<file path="src/sv/tcce_pkg.sv">
// tcce_pkg: shared types and constants for the text console character engine
// payload structs, operation codes, control codes and controller/datapath link types
// no dependencies
`default_nettype none

package tcce_pkg;

  // default screen geometry
  localparam int COLUMNS_DEF = 80;
  localparam int ROWS_DEF    = 25;

  // output field widths
  localparam int COL_OUT_W = 7;
  localparam int ROW_OUT_W = 5;
  localparam int POS_OUT_W = 11;

  // operations
  localparam logic [1:0] OP_PUT   = 2'd0;
  localparam logic [1:0] OP_CLEAR = 2'd1;
  localparam logic [1:0] OP_SET   = 2'd2;
  localparam logic [1:0] OP_READ  = 2'd3;

  // control characters
  localparam logic [7:0] CH_BS  = 8'd8;
  localparam logic [7:0] CH_TAB = 8'd9;
  localparam logic [7:0] CH_LF  = 8'd10;
  localparam logic [7:0] CH_CR  = 8'd13;

  localparam logic [7:0] BLANK_CHAR = 8'h20;
  localparam logic [7:0] RESET_ATTR = 8'h07;
  localparam int         TAB_STEP   = 8;

  typedef struct packed {
    logic [1:0] operation;
    logic [7:0] char_code;
    logic [7:0] col_in;
    logic [7:0] row_in;
  } in_t;

  typedef struct packed {
    logic [COL_OUT_W-1:0] cursor_col;
    logic [ROW_OUT_W-1:0] cursor_row;
    logic [POS_OUT_W-1:0] cursor_position;
    logic [15:0]          cell_data;
    logic                 scrolled;
  } out_t;

  // controller to datapath
  typedef struct packed {
    logic load_in;     // capture the input transaction
    logic exec;        // apply the operation to cursor and single cell
    logic rd_cell;     // read the addressed cell
    logic ptr_zero;    // sweep pointer to zero
    logic ptr_inc;     // sweep pointer advance
    logic copy_rd;     // scroll copy read, write follows in the next cycle
    logic blank_wr;    // write a blank at the sweep pointer
    logic init_color;  // blank uses the reset attribute
    logic out_load;    // load the result register
  } cmd_t;

  // datapath to controller
  typedef struct packed {
    logic [1:0] op;
    logic       scroll_need;
    logic       copy_last;
    logic       cell_last;
    logic       out_free;
  } stat_t;

endpackage

`default_nettype wire

</file>
<file path="src/sv/tcce_ctrl.sv">
// tcce_ctrl: sequencing state machine for the text console character engine
// drives datapath commands from handshake and datapath status; uses tcce_pkg
`default_nettype none

module tcce_ctrl import tcce_pkg::*; (
  input  logic  clk,
  input  logic  rst,
  input  logic  in_valid,
  output logic  in_ready,
  input  stat_t stat,
  output cmd_t  cmd
);

  typedef enum logic [2:0] {
    S_INIT,
    S_IDLE,
    S_EXEC,
    S_READ,
    S_SCROLL,
    S_DRAIN,
    S_FILL,
    S_RESP
  } state_t;

  state_t state;
  state_t state_next;

  always_ff @(posedge clk) begin
    if (rst) begin
      state <= S_INIT;
    end else begin
      state <= state_next;
    end
  end

  assign in_ready = (state == S_IDLE);

  always_comb begin
    cmd        = '0;
    state_next = state;
    unique case (state)
      S_INIT: begin
        cmd.blank_wr   = 1'b1;
        cmd.init_color = 1'b1;
        cmd.ptr_inc    = !stat.cell_last;
        if (stat.cell_last) begin
          state_next = S_IDLE;
        end
      end
      S_IDLE: begin
        if (in_valid) begin
          cmd.load_in = 1'b1;
          state_next  = S_EXEC;
        end
      end
      S_EXEC: begin
        cmd.exec = 1'b1;
        priority if (stat.op == OP_READ) begin
          cmd.rd_cell = 1'b1;
          state_next  = S_READ;
        end else if (stat.op == OP_CLEAR) begin
          cmd.ptr_zero = 1'b1;
          state_next   = S_FILL;
        end else if (stat.op == OP_PUT && stat.scroll_need) begin
          cmd.ptr_zero = 1'b1;
          state_next   = S_SCROLL;
        end else if (stat.out_free) begin
          cmd.out_load = 1'b1;
          state_next   = S_IDLE;
        end else begin
          state_next = S_RESP;
        end
      end
      S_READ, S_RESP: begin
        if (stat.out_free) begin
          cmd.out_load = 1'b1;
          state_next   = S_IDLE;
        end
      end
      S_SCROLL: begin
        cmd.copy_rd = 1'b1;
        cmd.ptr_inc = 1'b1;
        if (stat.copy_last) begin
          state_next = S_DRAIN;
        end
      end
      S_DRAIN: begin
        state_next = S_FILL;
      end
      S_FILL: begin
        cmd.blank_wr = 1'b1;
        cmd.ptr_inc  = !stat.cell_last;
        if (stat.cell_last) begin
          state_next = S_RESP;
        end
      end
      default: begin
        state_next = S_INIT;
      end
    endcase
  end

endmodule

`default_nettype wire

</file>
<file path="config.mk">
export PLATFORM = sky130hd
export DESIGN_NAME = tcce_ctrl
export DESIGN_NICKNAME = d
export VERILOG_FILES = /design/src/sv/tcce_pkg.sv /design/src/sv/tcce_ctrl.sv
export SDC_FILE = /design/constraint.sdc
export NUM_CORES = 1
export LEC_CHECK = 0
export ABC_AREA = 1
export ABC_CLOCK_PERIOD_IN_PS = 1250
export BUFFER_PORTS_ARGS = -buffer_cell sky130_fd_sc_hd__buf_2
export CAP_MARGIN = 20
export CORE_AREA = 4 4 41 43
export CTS_CLUSTER_DIAMETER = 120
export DETAILED_ROUTE_END_ITERATION = 6
export DIE_AREA = 0 0 45 47
export GPL_TIMING_DRIVEN = 0
export SYNTH_ARGS = -nofsm -noshare
export SYNTH_HDL_FRONTEND = slang
export SYNTH_SLANG_ARGS = --single-unit
</file>
<file path="constraint.sdc">
create_clock -name clk -period 1.25 [get_ports clk]
set_input_delay 0.25 -clock clk [delete_from_list [all_inputs] [get_ports clk]]
set_output_delay 0.25 -clock clk [all_outputs]
set_load 0.03 [all_outputs]
</file>
---- Word level (Yosys, flattened, before mapping) ----
Index checks and enable logic that the tools add are counted.
operators by class
  mux-type cells .......................... 26
  eq/ne operators ......................... 14
  reductions and logical operators ........ 7
operator list
  kind                                                             number
  3-bit two-way mux                                                10
  3-bit case mux with 7 select lines                               1
  1-bit two-way mux                                                13
  3-bit == test, second input constant                             4
  2-bit != test, second input constant                             5
  3-bit by 2-bit == test with 1-bit output, second input constant  2
  5-bit AND reduction                                              1
  1-bit case mux with 2 select lines                               2
  2-bit OR reduction                                               2
  3-bit by 1-bit == test with 1-bit output, second input constant  1
  3-bit logical NOT                                                1
  2-bit by 1-bit == test with 1-bit output, second input constant  1
  2-bit == test, second input constant                             1
  2-bit logical NOT                                                1
  1-bit logical AND                                                1
  1-bit logical NOT                                                1
storage, ports and cells
  register bits after elaboration ......... 3
  logic and storage cells ................. 48
  output and inout port bits .............. 10
  input port bits ......................... 9

---- Depth between registers and ports, before layout ----
Gate-level depths: netlist (run 1).
  depth in word-level cells ............... 6
  gate-level depth with buffers ........... 8
  depth with buffers taken out ............ 8

---- Least setup slack after synthesis (run 1) ----
OpenSTA, ideal clock, no wires.
  path kind ............................... flip-flop to output port
  from .................................... register state[1]
  to ...................................... output port cmd[5] in the netlist's numbering
  setup slack ............................. -534 ps
  arrival time ............................ 1,534 ps
  stages on the path, launching flop included .. 5
  path buffers ............................ 0
  required time ........................... 1,000 ps
  path through ............................ dfxtp_1 inv_2 nor3_2 inv_1 nor2_1
RTL lines
  what                    line             text
  from (decl)             tcce_ctrl.sv:25  state_t state;
  from (signal assigned)  tcce_ctrl.sv:32  state <= state_next;
  to (decl)               tcce_ctrl.sv:11  output cmd_t cmd

==> summary.md, run 1 <==
| Metric | Value |
|---|---|
| Status | `finished with violations` |
| Failing checks | `negative setup slack` |
| Clock Latency Late Sink | `230 ps` |
| Max-cap violations | `0` |
| Vias/cell | `4.80` |
| VDD IR-drop max | `1250 µV` |
| NumNets Final | `104` |
| Clock Pin Slew Worst Setup and Hold Paths | `30 ps` |
| Number of global-route vias before repair | `460` |
| Final hold violations | `0` |
| Layout cell share with drive strength beyond 1 | `64.9%` |
| CTS root buffer | `clkbuf_4` |
| LEAKAGE | `0.359 nW` |
| I/O pin count | `19` |
| Fmax | `0.694 GHz` |
| Total grt overflow | `0` |
| Worst slew pin tran | `211 ps` |
| GRT Total Usage | `12.0%` |
| Distinct cells, synth | `17` |
| Remaining DRCs | `0` |
| Final non-filler cell total | `109` |
| First-pass GRT wire length | `1840 µm` |
| Pre-Repair DR Iteration Count | `4` |
| Most flop-heavy register | `state` |
| Critical path class | `reg -> out` |
| Core ar. | `0.00130 mm²` |
| Power Density | `2880 mW/mm²` |
| P&R area growth vs syn | `102%` |
| Vias | `523` |
| Post-synth top area share | `17.0%` |
| Ant diodes | `0` |
| Max reg flops | `3` |
| RSZ-0062 raised after global routing | `yes` |
| Data arrival, critical path | `1190 ps` |
| Overall Power | `2.05 mW` |
| Synth area leader | `dfxtp_1` |
| Synth area leaders | `dfxtp_1 17%, nand2_1 14%, inv_1 11%` |
| Final Wtd Congestion | `0.802` |
| Hold Buf Count CTS | `0` |
| Syn Area/Cell | `5.51 µm²` |
| Die Area | `0.00212 mm²` |
| Placed Cells | `97` |
| Number of port buffers | `18` |
| Netlist Area Pre-Place | `353 µm²` |
| Worst endpoint required time | `1000 ps` |
| TritonCTS clock tree | `done` |
| Slew Viols, Final | `0` |
| Die Y | `47 µm` |
| Htree depth | `1` |
| Min Hold Slack | `284 ps` |
| PnR worst setup slack | `-191 ps` |
| Skew final | `2.81 ps` |
| Initial core utilization | `27.1%` |
| Clock Path Buffers | `2` |
| Worst-path fanout max | `5` |
| Cells after synthesis | `64` |
| Worst Hold Class | `in -> reg` |
| Post-route ant nets | `0` |
| Number of synthesized register bits | `3` |
| Most frequent cells in the layout | `12 x buf_6, 10 x nand2_1, 8 x buf_2, 7 x inv_1, 7 x nand2_2` |
| Net Count, Synth | `73` |
| Tcrit/Tclk final | `115%` |
| Clock period minus worst slack | `1440 ps` |
| Largest net degree at the start of global routing | `6` |
| Initial drt markers | `13` |
| Synth warnings | `0` |
| Critical Path Sink Type | `output pin` |
| Die width | `45 µm` |
| Setup WS pre-CTS | `-97.1 ps` |
| R2r setup slk | `40 ps` |
| Drt wl/cell | `11.1 µm` |
| Biggest regs | `state: 3 flops` |
| Initial antenna violation count | `0` |
| Final setup viols | `10` |
| Commonest non-fill, non-tap cell in the layout | `buf_6` |
| Critical Path Start Type | `flip-flop` |
| Slew margin rel. | `85.8%` |
| Total CTS buffers | `3` |
| Row cnt | `13` |
| DP Wirelength | `740 µm` |
| Sequential share of the synthesized area | `17.0%` |
| Clock sink count | `3` |
| Post-Route WL | `1210 µm` |
==> final cells by class <==
type                    instances  area (µm²)
fillers                       130         589
multi-input cells              48         322
repair buffers                 26         220
flip-flops and latches          3        71.3
inverters                      13        53.8
clock buffers                   4        26.3
well taps                      15        18.8
==> logic make-up after synthesis <==
group	count (synthesis)	synth area share, %
flip-flops	3	17.0
AO/OA/AOI/OAI	5	7.80
buffers and inverters	13	14.5
AND/OR/NAND/NOR	43	60.6
==> final timing paths <==
| kind | start | to | depth (start not counted) |
|---|---|---|---|
| setup reg to reg | state[1] | state[0] | 6 |
| hold reg to reg | state[2] | state[2] | 2 |
| setup / recovery | state[1] | cmd[5] | 5 |
| hold / removal | rst | state[0] | 4 |
==> power by group <==
group	internal (mW)	switching, mW
combinational	0.704	0.907
clock	0.119	0.0476
sequential	0.163	0.107
total	0.986	1.06
==> stage by stage <==
step / TNS, ps / cell area, µm² / util (%)
2_1_floorplan: -937 / 390 / -
3_3_place_gp: -267 / 499 / 38.4
3_5_place_dp: -249 / 499 / 38.4
4_1_cts: -1040 / 658 / 50.6
5_1_grt: -1910 / 712 / 54.7
6_report: -1200 / 712 / 54.7
==> cells in the mapped netlist <==
| library cell | n |
|---|---|
| nor2_1 | 9 |
| inv_4 | 1 |
| nor3_2 | 1 |
| nand4_1 | 1 |
| a21boi_0 | 1 |
| nand2_1 | 13 |
| dfxtp_1 | 3 |
| nor2_2 | 3 |
| nand3_2 | 2 |
| a21oi_1 | 2 |
| nor3_1 | 2 |
| nand2_2 | 5 |
| inv_2 | 2 |
| o21ai_0 | 1 |
| nand3_1 | 7 |
| o21ai_1 | 1 |
| inv_1 | 10 |
==> per-layer routing <==
layer / up-vias / GRT usage [%] / share of wire [%]
met4: 0 / 7.02 / 0.66
met3: 2 / 3.45 / 2.8
met5: - / 0 / 0
met1: 241 / 13.4 / 39
met2: 16 / 20.3 / 58
li1: 264 / - / -
==> worst max-delay path: stages, from the launching register on <==
cell and delay [ps]:
dfxtp_4 390, inv_4 70, nor3_4 180, inv_2 100, nor2_4 90, buf_6 130
==> timing repair <==
action,CTS,global route
setup endpoints to repair,11,12
pin swaps,5,3
buffers inserted,7,1
resized for setup,26,13
Note: power is estimated with default switching activity, not from simulation.
==> run 2: changes to the inputs <==
--- a/config.mk
+++ b/config.mk
@@ -14,6 +14,7 @@
 export DETAILED_ROUTE_END_ITERATION = 6
 export DIE_AREA = 0 0 45 47
 export GPL_TIMING_DRIVEN = 0
+export SKIP_CTS_REPAIR_TIMING = 1
 export SYNTH_ARGS = -nofsm -noshare
 export SYNTH_HDL_FRONTEND = slang
 export SYNTH_SLANG_ARGS = --single-unit
==> summary.md, run 2 (synthesized netlist as in run 1, its figures left out) <==
| Metric | Value |
|---|---|
| Status | `finished with violations (unchanged)` |
| Failing checks | `negative setup slack (unchanged)` |
| LEAKAGE | `0.321 nW (was 0.359 nW)` |
| PnR worst setup slack | `-191 ps (about the same)` |
| Clock Path Buffers | `2 (unchanged)` |
| Worst slew pin tran | `229 ps (was 211 ps)` |
| Clock period minus worst slack | `1440 ps (about the same)` |
| R2R Path Start | `state[0] (was state[1])` |
| Post-layout util | `48.0% (was 54.7%)` |
| CTS root buffer | `clkbuf_4 (unchanged)` |
| RSZ-0062 raised after global routing | `yes (unchanged)` |
| Critical path class | `reg -> out (unchanged)` |
| Total grt overflow | `0 (unchanged)` |
| Drt wl/cell | `9.46 µm (was 11.1 µm)` |
| First-pass GRT wire length | `1430 µm (was 1840 µm)` |
| Fill cell count | `147 (was 130)` |
| I/O pin count | `19 (unchanged)` |
| Remaining DRCs | `0 (unchanged)` |
| Commonest non-fill, non-tap cell in the layout | `nand2_1 (was buf_6)` |
| Number of port buffers | `18 (unchanged)` |
| Max-cap violations | `0 (unchanged)` |
| Placed Cells | `97 (unchanged)` |
| Placed Area | `499 µm² (unchanged)` |
| Fmax | `0.694 GHz (about the same)` |
| Fin area | `624 µm² (was 712 µm²)` |
| Most flop-heavy register | `state (unchanged)` |
| Critical Path Sink Type | `output pin (unchanged)` |
| Power Density | `2740 mW/mm² (was 2880 mW/mm²)` |
| GRT Total Usage | `9.49% (was 12.0%)` |
| Row cnt | `13 (unchanged)` |
| Worst endpoint required time | `1000 ps (about the same)` |
| Final non-filler cell total | `103 (was 109)` |
| Cells on Worst Hold Path | `4 (unchanged)` |
| Die width | `45 µm (unchanged)` |
| Critical Path Start Type | `flip-flop (unchanged)` |
| Data arrival, critical path | `1190 ps (about the same)` |
| Pre-Repair DR Iteration Count | `4 (unchanged)` |
| Initial drt markers | `12 (was 13)` |
| Number of global-route vias before repair | `397 (was 460)` |
| Min Hold Slack | `275 ps (was 284 ps)` |
| Reg-to-reg critical path endpoint | `state[0] (unchanged)` |
| Final Wtd Congestion | `0.802 (unchanged)` |
| Ant diodes | `0 (unchanged)` |
| Initial antenna violation count | `0 (unchanged)` |
| Die Y | `47 µm (unchanged)` |
| WHS Endpoint | `state[1] (was state[0])` |
| Setup TNS | `-1080 ps (was -1200 ps)` |
| Overall Power | `1.71 mW (was 2.05 mW)` |
| Biggest regs | `state: 3 flops (unchanged)` |
| Worst Hold Class | `in -> reg (unchanged)` |
| Most frequent cells in the layout | `11 x nand2_1, 9 x inv_1, 8 x buf_2, 8 x buf_6, 7 x nand2_2 (was 12 x buf_6, 10 x nand2_1, 8 x buf_2, 7 x inv_1, 7 x nand2_2)` |
| Clock sink count | `3 (unchanged)` |
| Largest net degree at the start of global routing | `8 (was 6)` |
| VDD IR-drop max | `1290 µV (was 1250 µV)` |
| Reg2Reg Depth | `8 (was 6)` |
| Final setup viols | `9 (was 10)` |
| Post-Route WL | `974 µm (was 1210 µm)` |
| Die Area | `0.00212 mm² (unchanged)` |
| Vias | `469 (was 523)` |
| Slew Viols, Final | `0 (unchanged)` |
| Slew margin rel. | `84.7% (was 85.8%)` |
| TritonCTS clock tree | `done (unchanged)` |
| Core ar. | `0.00130 mm² (unchanged)` |
| Tcrit/Tclk final | `115% (about the same)` |
| Vias/cell | `4.55 (was 4.80)` |
| Worst-path fanout max | `7 (was 5)` |
| Total CTS buffers | `3 (unchanged)` |
| Htree depth | `1 (unchanged)` |
| Clock Pin Slew Worst Setup and Hold Paths | `30 ps (about the same)` |
| Layout cell share with drive strength beyond 1 | `58.0% (was 64.9%)` |
| Skew final | `2.78 ps (was 2.81 ps)` |
| NumNets Final | `98 (was 104)` |
| Hold Startpoint | `rst (unchanged)` |
| Clock Latency Late Sink | `230 ps (about the same)` |
| R2r setup slk | `70 ps (was 40 ps)` |
| Post-route ant nets | `0 (unchanged)` |
| Setup WS pre-CTS | `-97.1 ps (unchanged)` |
| Final hold violations | `0 (unchanged)` |
| P&R area growth vs syn | `77.0% (was 102%)` |
| Initial core utilization | `27.1% (unchanged)` |
| DP Wirelength | `740 µm (unchanged)` |
| Max reg flops | `3 (unchanged)` |
==> run 2: how the worst max path moves through the flow <==
stage               cells past startpoint      to      from
floorplan                               2  cmd[8]  state[0]
global placement                        6  cmd[4]  state[0]
detailed placement                      6  cmd[4]  state[0]
CTS                                     6  cmd[4]  state[0]
global route                            5  cmd[4]  state[2]
finish                                  5  cmd[5]  state[1]
==> run 2: critical path: stages, from the launching register on <==
cell and delay [ps]:
dfxtp_4 390, inv_4 60, nor3_4 190, inv_2 100, nor2_4 90, buf_6 130
==> run 2: layer usage <==
layer / vias to the layer above / global-route usage (%) / share of wire, % / wire length, µm
li1: 250 / - / - / -
met1: 212 / 9.79 / 43 / 415
met2: 7 / 15.8 / 54 / 529
met3: 0 / 3.45 / 3.0 / 29
met4: 0 / 7.02 / 0 / 0
met5: - / 0 / 0 / 0
==> run 2: area by class of cell <==
cell class	instances	area (µm²)	area share [%]
sequential	3	71.3	11.4
timing repair buffer	20	160	25.7
clock buffer	4	26.3	4.21
inverter	13	53.8	8.62
multi-input combinational	48	294	47.1
tap	15	18.8	3.01
==> run 2: report_power, final <==
part | total, mW | internal [mW] | switching, mW
sequential | 0.283 | 0.163 | 0.120
clock | 0.167 | 0.119 | 0.0476
combinational | 1.26 | 0.503 | 0.758
